<file path="config.mk">
export PLATFORM = sky130hd
export DESIGN_NAME = divide_and_root_unit_top_flat
export DESIGN_NICKNAME = d
export VERILOG_FILES = /design/src/rtl/dru_pkg.sv /design/src/rtl/dru_if.sv /design/src/rtl/divide_and_root_unit_top.sv /design/src/rtl/dru_ctrl.sv /design/src/rtl/dru_datapath.sv /design/src/flat_wrapper.sv
export SDC_FILE = /design/constraint.sdc
export NUM_CORES = 1
export LEC_CHECK = 0
export BUFFER_PORTS_ARGS = -buffer_cell sky130_fd_sc_hd__buf_2
export CAP_MARGIN = 20
export CORE_AREA = 2 2 39 41
export CTS_CLUSTER_DIAMETER = 120
export DETAILED_ROUTE_END_ITERATION = 8
export DIE_AREA = 0 0 41 43
export SLEW_MARGIN = 20
export SYNTH_ARGS = -nofsm -noshare
export SYNTH_HDL_FRONTEND = slang
export SYNTH_SLANG_ARGS = --single-unit
</file>
<file path="constraint.sdc">
create_clock -name clk -period 1.45 [get_ports clk]
set_clock_uncertainty 0.15 [all_clocks]
set_input_delay 0.29 -clock clk [delete_from_list [all_inputs] [get_ports clk]]
set_output_delay 0.29 -clock clk [all_outputs]
set_load 0.005 [all_outputs]
</file>
<file path="src/rtl/dru_pkg.sv">
package dru_pkg;

    localparam logic [2:0] KIND_DIV_MODE  = 3'd0;
    localparam logic [2:0] KIND_NUMER_LO  = 3'd1;
    localparam logic [2:0] KIND_NUMER_HI  = 3'd2;
    localparam logic [2:0] KIND_DENOM_LO  = 3'd3;
    localparam logic [2:0] KIND_DENOM_HI  = 3'd4;
    localparam logic [2:0] KIND_ROOT_MODE = 3'd5;
    localparam logic [2:0] KIND_ROOT_LO   = 3'd6;
    localparam logic [2:0] KIND_ROOT_HI   = 3'd7;

    localparam logic [1:0] DIV_MODE_32_32 = 2'd0;
    localparam logic [1:0] DIV_MODE_64_64 = 2'd2;

    localparam int STEPS = 64;

    typedef struct packed {
        logic [2:0]  kind;
        logic [31:0] write_mask;
        logic [31:0] write_value;
    } dru_in_t;

    typedef struct packed {
        logic signed [63:0] quotient;
        logic signed [63:0] remainder;
        logic               divide_by_zero;
        logic [1:0]         divide_mode;
        logic [31:0]        root;
        logic               root_mode;
    } dru_out_t;

    typedef struct packed {
        logic load;
        logic step;
        logic finish;
    } dru_cmd_t;

    typedef struct packed {
        logic last;
    } dru_status_t;

endpackage

</file>
<file path="src/rtl/dru_if.sv">
interface dru_if #(
    parameter type T = logic
);
    logic valid;
    logic ready;
    T     data;

    modport source (output valid, output data, input ready);
    modport sink (input valid, input data, output ready);
endinterface

</file>
<file path="src/rtl/divide_and_root_unit_top.sv">
// Divide and square-root unit.
// The in channel carries one register write per word: kind selects the
// register, and only the bits set in write_mask take write_value.
// After each write the unit recomputes a signed 64-bit divide and an
// unsigned floor square root from its registers and sends one word on
// the out channel with both results and the current modes.
// A result is built in order: the load at the accepting edge, the radix-2
// divide steps with the square-root steps beside them on one counter, and
// a last step to fix signs and special cases. One word is in work at a
// time: no new word is taken until the last has left the iteration.
// A result waits in its output register while the receiver stalls; the
// next write may be accepted then, and its result is held back until
// the waiting one is taken.
// Reset clears all operand and mode registers and results to zero and leaves out empty.
module divide_and_root_unit_top (
    input logic   clk,
    input logic   rst_n,
    dru_if.sink   in_ch,
    dru_if.source out_ch
);
    import dru_pkg::*;

    dru_cmd_t    cmd;
    dru_status_t status;

    dru_ctrl u_ctrl (
        .clk       (clk),
        .rst_n     (rst_n),
        .in_valid  (in_ch.valid),
        .in_ready  (in_ch.ready),
        .out_valid (out_ch.valid),
        .out_ready (out_ch.ready),
        .cmd       (cmd),
        .status    (status)
    );

    dru_datapath u_datapath (
        .clk      (clk),
        .rst_n    (rst_n),
        .in_word  (in_ch.data),
        .cmd      (cmd),
        .status   (status),
        .out_word (out_ch.data)
    );
endmodule

</file>
<file path="src/rtl/dru_ctrl.sv">
module dru_ctrl (
    input  logic                 clk,
    input  logic                 rst_n,
    input  logic                 in_valid,
    output logic                 in_ready,
    output logic                 out_valid,
    input  logic                 out_ready,
    output dru_pkg::dru_cmd_t    cmd,
    input  dru_pkg::dru_status_t status
);
    import dru_pkg::*;

    localparam logic [1:0] ST_IDLE = 2'd0;
    localparam logic [1:0] ST_RUN  = 2'd1;
    localparam logic [1:0] ST_DONE = 2'd2;

    logic [1:0] state_reg;
    logic [1:0] state_next;
    logic       out_valid_reg;
    logic       out_valid_next;

    assign in_ready  = (state_reg == ST_IDLE);
    assign out_valid = out_valid_reg;

    always_comb
    begin
        state_next     = state_reg;
        out_valid_next = out_valid_reg;
        cmd            = '0;
        if (out_valid_reg && out_ready)
        begin
            out_valid_next = 1'b0;
        end
        case (state_reg)
            ST_IDLE:
            begin
                if (in_valid)
                begin
                    cmd.load   = 1'b1;
                    state_next = ST_RUN;
                end
            end
            ST_RUN:
            begin
                cmd.step = 1'b1;
                if (status.last)
                begin
                    state_next = ST_DONE;
                end
            end
            ST_DONE:
            begin
                if (!out_valid_reg || out_ready)
                begin
                    cmd.finish     = 1'b1;
                    out_valid_next = 1'b1;
                    state_next     = ST_IDLE;
                end
            end
            default:
            begin
                state_next = ST_IDLE;
            end
        endcase
    end

    always_ff @(posedge clk or negedge rst_n)
    begin
        if (!rst_n)
        begin
            state_reg     <= ST_IDLE;
            out_valid_reg <= 1'b0;
        end
        else
        begin
            state_reg     <= state_next;
            out_valid_reg <= out_valid_next;
        end
    end

`ifndef NO_ASSERTIONS
    a_load_idle: assert property (@(posedge clk) disable iff (!rst_n)
        cmd.load |-> state_reg == ST_IDLE)
        else $error("load outside idle");
    a_finish_valid: assert property (@(posedge clk) disable iff (!rst_n)
        cmd.finish |=> out_valid_reg)
        else $error("finish without result");
    a_one_cmd: assert property (@(posedge clk) disable iff (!rst_n)
        $onehot0({cmd.load, cmd.step, cmd.finish}))
        else $error("overlapping commands");
`endif
endmodule

</file>
<file path="src/rtl/dru_datapath.sv">
module dru_datapath (
    input  logic                  clk,
    input  logic                  rst_n,
    input  dru_pkg::dru_in_t      in_word,
    input  dru_pkg::dru_cmd_t     cmd,
    output dru_pkg::dru_status_t  status,
    output dru_pkg::dru_out_t     out_word
);
    import dru_pkg::*;

    logic [1:0]  div_mode_reg;
    logic [63:0] numerator_reg;
    logic [63:0] denominator_reg;
    logic        root_mode_reg;
    logic [63:0] root_operand_reg;
    logic [63:0] quotient_reg;
    logic [63:0] remainder_reg;
    logic        zero_flag_reg;
    logic [31:0] root_reg;
    logic        out_zero_reg;
    logic [1:0]  out_div_mode_reg;
    logic        out_root_mode_reg;

    logic [1:0]  div_mode_next;
    logic [63:0] numerator_next;
    logic [63:0] denominator_next;
    logic        root_mode_next;
    logic [63:0] root_operand_next;
    logic [63:0] mask_lo;
    logic [63:0] mask_hi;
    logic [63:0] val_lo;
    logic [63:0] val_hi;

    // Iteration registers.
    logic [5:0]  count_reg;
    logic [63:0] ua_reg;
    logic [63:0] ub_reg;
    logic [63:0] uq_reg;
    logic [64:0] ur_reg;
    logic        neg_q_reg;
    logic        neg_r_reg;
    logic [1:0]  special_reg;
    logic [63:0] sq_x_reg;
    logic [65:0] sq_rem_reg;
    logic [31:0] sq_res_reg;

    logic [63:0] n_sel;
    logic [63:0] d_sel;
    logic [64:0] ur_shift;
    logic [64:0] ur_sub;
    logic [65:0] sq_shift;
    logic [65:0] sq_trial;
    logic [65:0] sq_sub;

    localparam logic [1:0] SP_NONE = 2'd0;
    localparam logic [1:0] SP_ZERO = 2'd1;
    localparam logic [1:0] SP_OVF  = 2'd2;

    assign mask_lo = {32'd0, in_word.write_mask};
    assign mask_hi = {in_word.write_mask, 32'd0};
    assign val_lo  = {32'd0, in_word.write_value & in_word.write_mask};
    assign val_hi  = {in_word.write_value & in_word.write_mask, 32'd0};

    always_comb
    begin
        div_mode_next     = div_mode_reg;
        numerator_next    = numerator_reg;
        denominator_next  = denominator_reg;
        root_mode_next    = root_mode_reg;
        root_operand_next = root_operand_reg;
        case (in_word.kind)
            KIND_DIV_MODE:
            begin
                div_mode_next = (div_mode_reg & ~in_word.write_mask[1:0])
                              | (in_word.write_value[1:0] & in_word.write_mask[1:0]);
            end
            KIND_NUMER_LO: numerator_next = (numerator_reg & ~mask_lo) | val_lo;
            KIND_NUMER_HI: numerator_next = (numerator_reg & ~mask_hi) | val_hi;
            KIND_DENOM_LO: denominator_next = (denominator_reg & ~mask_lo) | val_lo;
            KIND_DENOM_HI: denominator_next = (denominator_reg & ~mask_hi) | val_hi;
            KIND_ROOT_MODE:
            begin
                root_mode_next = (root_mode_reg & ~in_word.write_mask[0])
                               | (in_word.write_value[0] & in_word.write_mask[0]);
            end
            KIND_ROOT_LO: root_operand_next = (root_operand_reg & ~mask_lo) | val_lo;
            KIND_ROOT_HI: root_operand_next = (root_operand_reg & ~mask_hi) | val_hi;
            default: root_operand_next = root_operand_reg;
        endcase
    end

    always_comb
    begin
        if (div_mode_next == DIV_MODE_32_32)
        begin
            n_sel = {{32{numerator_next[31]}}, numerator_next[31:0]};
        end
        else
        begin
            n_sel = numerator_next;
        end
        if (div_mode_next == DIV_MODE_64_64)
        begin
            d_sel = denominator_next;
        end
        else
        begin
            d_sel = {{32{denominator_next[31]}}, denominator_next[31:0]};
        end
    end

    assign ur_shift = {ur_reg[63:0], ua_reg[63]};
    assign ur_sub   = ur_shift - {1'b0, ub_reg};
    assign sq_shift = {sq_rem_reg[63:0], sq_x_reg[63:62]};
    assign sq_trial = {32'd0, sq_res_reg, 2'b01};
    assign sq_sub   = sq_shift - sq_trial;

    assign status.last = (count_reg == 6'(STEPS - 1));

    always_ff @(posedge clk or negedge rst_n)
    begin
        if (!rst_n)
        begin
            div_mode_reg      <= '0;
            numerator_reg     <= '0;
            denominator_reg   <= '0;
            root_mode_reg     <= 1'b0;
            root_operand_reg  <= '0;
            quotient_reg      <= '0;
            remainder_reg     <= '0;
            zero_flag_reg     <= 1'b0;
            root_reg          <= '0;
            out_zero_reg      <= 1'b0;
            out_div_mode_reg  <= '0;
            out_root_mode_reg <= 1'b0;
            count_reg         <= '0;
        end
        else if (cmd.load)
        begin
            div_mode_reg     <= div_mode_next;
            numerator_reg    <= numerator_next;
            denominator_reg  <= denominator_next;
            root_mode_reg    <= root_mode_next;
            root_operand_reg <= root_operand_next;
            zero_flag_reg    <= (denominator_next == 64'd0);
            count_reg        <= '0;
        end
        else if (cmd.step)
        begin
            count_reg <= count_reg + 6'd1;
        end
        else if (cmd.finish)
        begin
            root_reg          <= sq_res_reg;
            out_zero_reg      <= zero_flag_reg;
            out_div_mode_reg  <= div_mode_reg;
            out_root_mode_reg <= root_mode_reg;
            case (special_reg)
                SP_OVF:
                begin
                    quotient_reg  <= numerator_reg;
                    remainder_reg <= '0;
                end
                SP_ZERO:
                begin
                    if (div_mode_reg == DIV_MODE_32_32)
                    begin
                        quotient_reg  <= neg_r_reg ? 64'hFFFF_FFFF_0000_0001
                                                   : 64'h0000_0000_FFFF_FFFF;
                        remainder_reg <= {{32{numerator_reg[31]}}, numerator_reg[31:0]};
                    end
                    else
                    begin
                        quotient_reg  <= neg_r_reg ? 64'd1 : '1;
                        remainder_reg <= numerator_reg;
                    end
                end
                default:
                begin
                    quotient_reg  <= neg_q_reg ? -uq_reg : uq_reg;
                    remainder_reg <= neg_r_reg ? -ur_reg[63:0] : ur_reg[63:0];
                end
            endcase
        end
    end

    always_ff @(posedge clk)
    begin
        if (cmd.load)
        begin
            ua_reg     <= n_sel[63] ? -n_sel : n_sel;
            ub_reg     <= d_sel[63] ? -d_sel : d_sel;
            neg_q_reg  <= n_sel[63] ^ d_sel[63];
            neg_r_reg  <= n_sel[63];
            uq_reg     <= '0;
            ur_reg     <= '0;
            sq_rem_reg <= '0;
            sq_res_reg <= '0;
            sq_x_reg   <= root_mode_next ? root_operand_next
                                         : {root_operand_next[31:0], 32'd0};
            if (div_mode_next != DIV_MODE_32_32 && n_sel == 64'h8000_0000_0000_0000
                && d_sel == '1)
            begin
                special_reg <= SP_OVF;
            end
            else if (d_sel == 64'd0)
            begin
                special_reg <= SP_ZERO;
            end
            else
            begin
                special_reg <= SP_NONE;
            end
        end
        else if (cmd.step)
        begin
            if (special_reg == SP_ZERO)
            begin
                ua_reg <= ua_reg;
            end
            else
            begin
                ua_reg <= {ua_reg[62:0], 1'b0};
                if (!ur_sub[64])
                begin
                    ur_reg <= ur_sub;
                    uq_reg <= {uq_reg[62:0], 1'b1};
                end
                else
                begin
                    ur_reg <= ur_shift;
                    uq_reg <= {uq_reg[62:0], 1'b0};
                end
            end
            if (count_reg < 6'd32 && (root_mode_reg || count_reg >= 6'd16))
            begin
                sq_x_reg <= {sq_x_reg[61:0], 2'b00};
                if (!sq_sub[65])
                begin
                    sq_rem_reg <= sq_sub;
                    sq_res_reg <= {sq_res_reg[30:0], 1'b1};
                end
                else
                begin
                    sq_rem_reg <= sq_shift;
                    sq_res_reg <= {sq_res_reg[30:0], 1'b0};
                end
            end
        end
    end

    always_comb
    begin
        out_word.quotient       = quotient_reg;
        out_word.remainder      = remainder_reg;
        out_word.divide_by_zero = out_zero_reg;
        out_word.divide_mode    = out_div_mode_reg;
        out_word.root           = root_reg;
        out_word.root_mode      = out_root_mode_reg;
    end

`ifndef NO_ASSERTIONS
    a_zero_flag: assert property (@(posedge clk) disable iff (!rst_n)
        cmd.load |=> zero_flag_reg == (denominator_reg == 64'd0))
        else $error("zero flag mismatch");
    a_count: assert property (@(posedge clk) disable iff (!rst_n)
        cmd.step && !status.last |=> count_reg == $past(count_reg) + 6'd1)
        else $error("step count slip");
    a_rem_bound: assert property (@(posedge clk) disable iff (!rst_n)
        cmd.finish && special_reg == SP_NONE |-> ur_reg[63:0] < ub_reg)
        else $error("remainder not reduced");
`endif
endmodule
</file>
<file path="src/flat_wrapper.sv">
// flat-port wrapper written by rule: the top's interface ports become plain ports
module divide_and_root_unit_top_flat import dru_pkg::*;
  (clk, rst_n, in_ch_valid, in_ch_data, in_ch_ready, out_ch_valid, out_ch_data, out_ch_ready);
  dru_if in_ch_i ();
  dru_if out_ch_i ();
  input logic clk;
  input logic rst_n;
  input wire logic [$bits(in_ch_i.valid)-1:0] in_ch_valid;
  input wire logic [$bits(in_ch_i.data)-1:0] in_ch_data;
  output wire logic [$bits(in_ch_i.ready)-1:0] in_ch_ready;
  output wire logic [$bits(out_ch_i.valid)-1:0] out_ch_valid;
  output wire logic [$bits(out_ch_i.data)-1:0] out_ch_data;
  input wire logic [$bits(out_ch_i.ready)-1:0] out_ch_ready;
  assign in_ch_i.valid = in_ch_valid;
  assign in_ch_i.data = in_ch_data;
  assign in_ch_ready = in_ch_i.ready;
  assign out_ch_valid = out_ch_i.valid;
  assign out_ch_data = out_ch_i.data;
  assign out_ch_i.ready = out_ch_ready;
  divide_and_root_unit_top u_core (.clk(clk), .rst_n(rst_n), .in_ch(in_ch_i), .out_ch(out_ch_i));
endmodule
</file>
==> flow_summary.json, run 1 <==
{
  "run_status": "finished with violations",
  "violations": "setup timing",
  "ant_nets": 0,
  "setup_violations": 1,
  "p_leak_nw": 0.296,
  "startpoint_type": "register",
  "cts_buffers": 3,
  "worstMarginPinSlew_ns": 0.556,
  "clkSinkCount": 9,
  "powerDensity_mw_per_mm2": 1800,
  "area_growth_pct": 28.6,
  "fmax_ghz": 0.684,
  "final_nets": 68,
  "wirelength_um": 893,
  "viasPerCell": 4.96,
  "max_cap_viol_count": 0,
  "route.met2.wl_um": 427,
  "die_h_um": 43,
  "insertion_delay_ns": 0.26,
  "dieWidth_um": 41,
  "slowest_stage": "dfrtp_1",
  "route.vias.total": 382,
  "fin_crit_ns": 1.46,
  "setup_ws_ns": -0.0122,
  "end_kind": "register",
  "crit_buf_inv": 0,
  "critical_path_arrival_ns": 1.46,
  "layout_common_cells": "buf_4, dfrtp_1, nand2_1, buf_2, nor2_1",
  "syn_area_um2": 473,
  "syn-mean-instance-area_um2": 10.5,
  "cts_root_buf": "clkbuf_4",
  "wl_met3_um": 45,
  "n_antenna_cell": 0,
  "io_pins": 8,
  "syn_nets": 51,
  "cts_max_path_buffers": 2,
  "path_class": "register to register",
  "grt_max_degree": 10,
  "min_path_type": "input pin to register",
  "fin_area_um2": 608,
  "rsz0062_at_grt": "yes",
  "dr.pass1.iters": 5,
  "drive_above_1_share": 0.410,
  "cts_tree": "built",
  "dpl_cell_area_um2": 563,
  "core_mm2": 0.00138,
  "start_util": 0.342,
  "path_cells": "ha_2 > and3_4 > mux2_4 > a22o_1",
  "yosysWarnings": 0,
  "post_drt_wl_per_cell_um": 11.6,
  "maxSlewViolCount": 0,
  "hpwl_um": 665,
  "peakVddDrop_v": 0.000803,
  "cp_top_family": "flip-flops",
  "io_buffers": 5,
  "grt_antenna_before_repair": 0,
  "min_period_over_period": 1.01,
  "crit_required_ns": 1.45,
  "cp_max_fo": 2,
  "grt_pass1_vias": 368,
  "ys_seq_area_frac": 0.476,
  "cpPeakStageDelay_ns": 0.38,
  "grt_pass1_wl_mm": 1.53,
  "ctsHtreeMaxLevel": 1,
  "ys_seq_elements": 9,
  "floorplan.rows": 14,
  "place_ws_ns": -0.0197,
  "overflow": 0,
  "path_clk_slew_ns": 0.06,
  "yosysUniqueCellTypes": 24,
  "top_layer_used": "met3",
  "largest_reg_flops": 6,
  "track_usage": 0.133,
  "relSlewSlack": 0.629,
  "hold_viol_final": 0,
  "drcViolationCount": 0,
  "die_area_mm2": 0.00176,
  "wl_met1_um": 420,
  "syn_inst": 45,
  "place_congestion": 0.649,
  "drt_iter0_drc": 9
}
-- final timing paths --
| check | startpoint | to | slack [ns] | depth (start not counted) |
|---|---|---|---|---|
| setup / recovery | u_core.u_datapath.count_reg[1] | u_core.u_datapath.count_reg[4] | -0.01 | 4 |
| hold / removal | out_ch_ready | u_core.u_ctrl.out_valid | 0.15 | 3 |
| setup reg to reg | u_core.u_datapath.count_reg[1] | u_core.u_datapath.count_reg[4] | -0.01 | 4 |
| hold reg to reg | u_core.u_ctrl.out_valid | u_core.u_ctrl.out_valid | 0.35 | 2 |
| max in group asynchronous | rst_n | u_core.u_ctrl.state_reg[0] | 0.69 | 2 |
| min in group asynchronous | rst_n | u_core.u_ctrl.out_valid | 0.26 | 2 |
-- layer usage --
metal  GRT usage  vias to the layer above
met5           0                        -
met4      0.0400                        0
met3      0.0785                        0
met2       0.197                        7
met1       0.155                      186
li1            -                      189
-- repair_timing --
item / CTS / global route
setup endpoints to repair: 2 / 7
setup buffers: 2 / 0
hold buffers: 1 / 0
gates resized for setup: 1 / 0
endpoints found under the hold margin: 9 / 0
-- metrics by stage --
step | util | hold WS (ns) | setup TNS (ns) | total power, mW | std cells
floorplan | - | -0.156 | -0.0302 | 0.747 | 45
global route | 0.439 | 0.144 | -0.226 | 1.20 | 77
finish | 0.439 | 0.150 | -0.0122 | 1.10 | 77
CTS | 0.439 | 0.146 | -0.0224 | 1.11 | 77
detailed placement | 0.407 | 0.00322 | -0.0197 | 0.905 | 71
global placement | 0.407 | 0.00282 | -0.00658 | 0.895 | 71
-- synth_stat cells (all sizes together) --
library cell / count / area share
nand4: 1 / 0.013
o21bai: 1 / 0.016
mux2: 2 / 0.048
mux2i: 1 / 0.021
buf: 2 / 0.040
o211ai: 1 / 0.026
nand2: 5 / 0.040
or4: 1 / 0.024
dfrtp: 9 / 0.48
or2b: 1 / 0.016
ha: 1 / 0.026
nand2b: 3 / 0.056
nor2: 4 / 0.032
o21ai: 2 / 0.021
and3: 1 / 0.013
conb: 1 / 0.0079
o22ai: 1 / 0.013
a41oi: 1 / 0.019
a22o: 3 / 0.056
nand3: 2 / 0.021
inv: 2 / 0.016
-- report_power, final --
group	total, mW	switching (mW)	internal [mW]	leakage, nW
clock network	0.187	0.0813	0.106	0.0150
logic	0.458	0.177	0.281	0.173
registers	0.453	0.106	0.347	0.108
total	1.10	0.364	0.733	0.296
-- worst min-delay path, stage by stage --
cell and delay, ns:
buf_2 0.07, nand2b_1 0.11, nand2_1 0.05
-- kinds of logic (layout without fill, tap and decap cells) --
family | count (synthesis) | count (layout) | share of synthesized area
AND/OR/NAND/NOR | 18 | 18 | 0.214
AO/OA/AOI/OAI | 9 | 9 | 0.151
flip-flops | 9 | 9 | 0.476
buffers and inverters | 4 | 20 | 0.0555
multiplexers | 3 | 3 | 0.0688
adder cells (fa/ha/maj) | 1 | 1 | 0.0265
other | 1 | 1 | 0.00793
-- cell type report --
class | instances | area, µm²
fill | 137 | 776
multi-input combinational | 32 | 233
sequential | 9 | 226
timing repair buffer | 14 | 95.1
clock buffer | 4 | 26.3
tap | 16 | 20.0
inverter | 2 | 7.51
No activity file was read; power rests on OpenSTA's default activity.
==> run 2: changes to the inputs <==
--- a/config.mk
+++ b/config.mk
@@ -11,6 +11,8 @@
 export CTS_CLUSTER_DIAMETER = 120
 export DETAILED_ROUTE_END_ITERATION = 8
 export DIE_AREA = 0 0 41 43
+export REMOVE_ABC_BUFFERS = 1
+export SETUP_SLACK_MARGIN = 0.4
 export SLEW_MARGIN = 20
 export SYNTH_ARGS = -nofsm -noshare
 export SYNTH_HDL_FRONTEND = slang
==> run 2 against run 1 <==
Effect of this change: the flow still finishes with violations (setup timing); wire length grew 13%; clock power increased by 3%; first-iteration DRC count is 44% lower; count of clock-buffer cells in the layout unchanged; design area increased by 15%; critical path depth is the same; critical endpoint unchanged.
==> flow_summary.json, run 2 (same netlist as run 1, synthesis figures left out) <==
{
  "cts_tree": "built",
  "run_status": "finished with violations",
  "min_period_over_period": 1.01,
  "peakVddDrop_v": 0.000813,
  "min_path_type": "input pin to register",
  "worstHoldStart": "out_ch_ready",
  "start_util": 0.342,
  "crit_required_ns": 1.45,
  "cpPeakStageDelay_ns": 0.38,
  "p_sw_frac": 0.343,
  "reg2reg_depth": 4,
  "grt_max_degree": 10,
  "route.vias.total": 400,
  "fin_setup_tns_ns": -0.0162,
  "post_drt_wl_per_cell_um": 12.5,
  "dp.cells": 70,
  "setup_violations": 1,
  "slowest_stage": "dfrtp_1",
  "cts_buffers": 3,
  "floorplan.rows": 14,
  "n_antenna_cell": 0,
  "io_buffers": 5,
  "p_total_mw": 1.22,
  "hold_viol_final": 0,
  "drt_iter0_drc": 5,
  "layout_common_cells": "dfrtp_1, buf_4, nand2_1, buf_2, buf_6",
  "max_cap_viol_count": 0,
  "cp_top_family": "flip-flops",
  "path_cells": "ha_2 > and3_4 > mux2_4 > a22o_1",
  "end_kind": "register",
  "rrSetupSlack_ns": -0.02,
  "p_int_mw": 0.800,
  "holdPathEnd": "u_core.u_ctrl.out_valid",
  "p_seq_frac": 0.377,
  "crit_buf_inv": 0,
  "whs_path_depth": 3,
  "viasPerCell": 4.94,
  "dr.pass1.iters": 4,
  "wirelength_mm": 1.01,
  "dpl_cell_area_um2": 544,
  "cp_max_fo": 2,
  "final_nets": 72,
  "dieWidth_um": 41,
  "final_cells": 81,
  "grt_antenna_before_repair": 0,
  "startpoint_type": "register",
  "violations": "setup timing",
  "path_clk_slew_ns": 0.06,
  "die_area_mm2": 0.00176,
  "grt_pass1_vias": 378,
  "critical_path_arrival_ns": 1.47,
  "fin_area_um2": 698,
  "overflow": 0,
  "drive_above_1_share": 0.508,
  "die_h_um": 43,
  "combPwrFrac": 0.465,
  "io_pins": 8,
  "power.share.clock": 0.158,
  "insertion_delay_ns": 0.26,
  "final_common_cell": "dfrtp_1",
  "maxSlewViolCount": 0,
  "rsz0062_at_grt": "yes",
  "fin_crit_ns": 1.47,
  "track_usage": 0.142,
  "cts_root_buf": "clkbuf_4",
  "ant_nets": 0,
  "largest_reg_flops": 6,
  "worst_r2r_endpoint": "u_core.u_datapath.count_reg[4]",
  "power.switching_mw": 0.418,
  "grt_pass1_wl_mm": 1.63,
  "reg2reg_from": "u_core.u_datapath.count_reg[0]",
  "area_growth_pct": 47.6,
  "powerDensity_mw_per_mm2": 1740,
  "drcViolationCount": 0,
  "core_mm2": 0.00138,
  "fmax_ghz": 0.682,
  "clkSinkCount": 9,
  "place_congestion": 0.670,
  "p_leak_nw": 0.335,
  "setup_ws_ns": -0.0162,
  "ctsHtreeMaxLevel": 1,
  "path_class": "register to register",
  "cts_max_path_buffers": 2,
  "hpwl_um": 641
}
run 2: changes by cell type in the layout (fill, tap and decap cells not counted), sizes merged:
cell  change
buf       +4
run 2: final cells by class:
type                       count  area (µm²)
fill                         129         686
multi-input combinational     32         279
clock buffer                   4        26.3
sequential                     9         225
timing repair buffer          18         140
inverter                       2        7.51
tap                           16        20.0
run 2: power by group through the flow:
stage	clock network, mW	logic [mW]	registers (mW)
6_report	0.192	0.567	0.459
4_1_cts	0.201	0.547	0.450
2_1_floorplan	0	0.263	0.444
3_3_place_gp	0	0.414	0.443
5_1_grt	0.215	0.627	0.477
3_5_place_dp	0	0.421	0.445
run 2: per-stage QoR:
stage                util  hold WS, ns  setup WS, ns
finish              0.505        0.194       -0.0162
floorplan               -       -0.156       -0.0599
global placement    0.393      0.00320       -0.0318
detailed placement  0.393      0.00739       -0.0523
global route        0.505        0.208       -0.0550
CTS                 0.478        0.153       -0.0138
run 2: what timing repair did:
item                                   CTS  global route
endpoints found under the hold margin    9             0
resized for setup                       16             2
hold buffers                             1             0
pin swaps                                4             3
setup buffers                            3             3
setup endpoints to repair               11            11
run 2: tightest hold or removal path, cell delays in order:
cell	delay (ns)
buf_2	0.07
nand2b_1	0.14
nand2_1	0.07
run 2: layer usage:
metal	track usage	routed length [µm]	share of wire	vias to the layer above
li1	-	-	-	198
met1	0.203	477	0.47	194
met2	0.181	481	0.48	8
met3	0.0942	52	0.051	0
met4	0.0200	0	0	0
met5	0	0	0	-
run 2: how the worst max path moves through the flow:
| stage | from | to | slack [ns] | cells past startpoint |
|---|---|---|---|---|
| final | u_core.u_datapath.count_reg[0] | u_core.u_datapath.count_reg[4] | -0.02 | 4 |
| after global routing | u_core.u_datapath.count_reg[0] | u_core.u_datapath.count_reg[4] | -0.06 | 4 |
| after CTS | u_core.u_datapath.count_reg[1] | u_core.u_datapath.count_reg[4] | -0.01 | 4 |
| after detailed placement | u_core.u_datapath.count_reg[0] | u_core.u_datapath.count_reg[4] | -0.05 | 4 |
| after global placement | u_core.u_datapath.count_reg[0] | u_core.u_datapath.count_reg[4] | -0.03 | 4 |
| after floorplan | u_core.u_datapath.count_reg[0] | u_core.u_datapath.count_reg[4] | -0.06 | 4 |
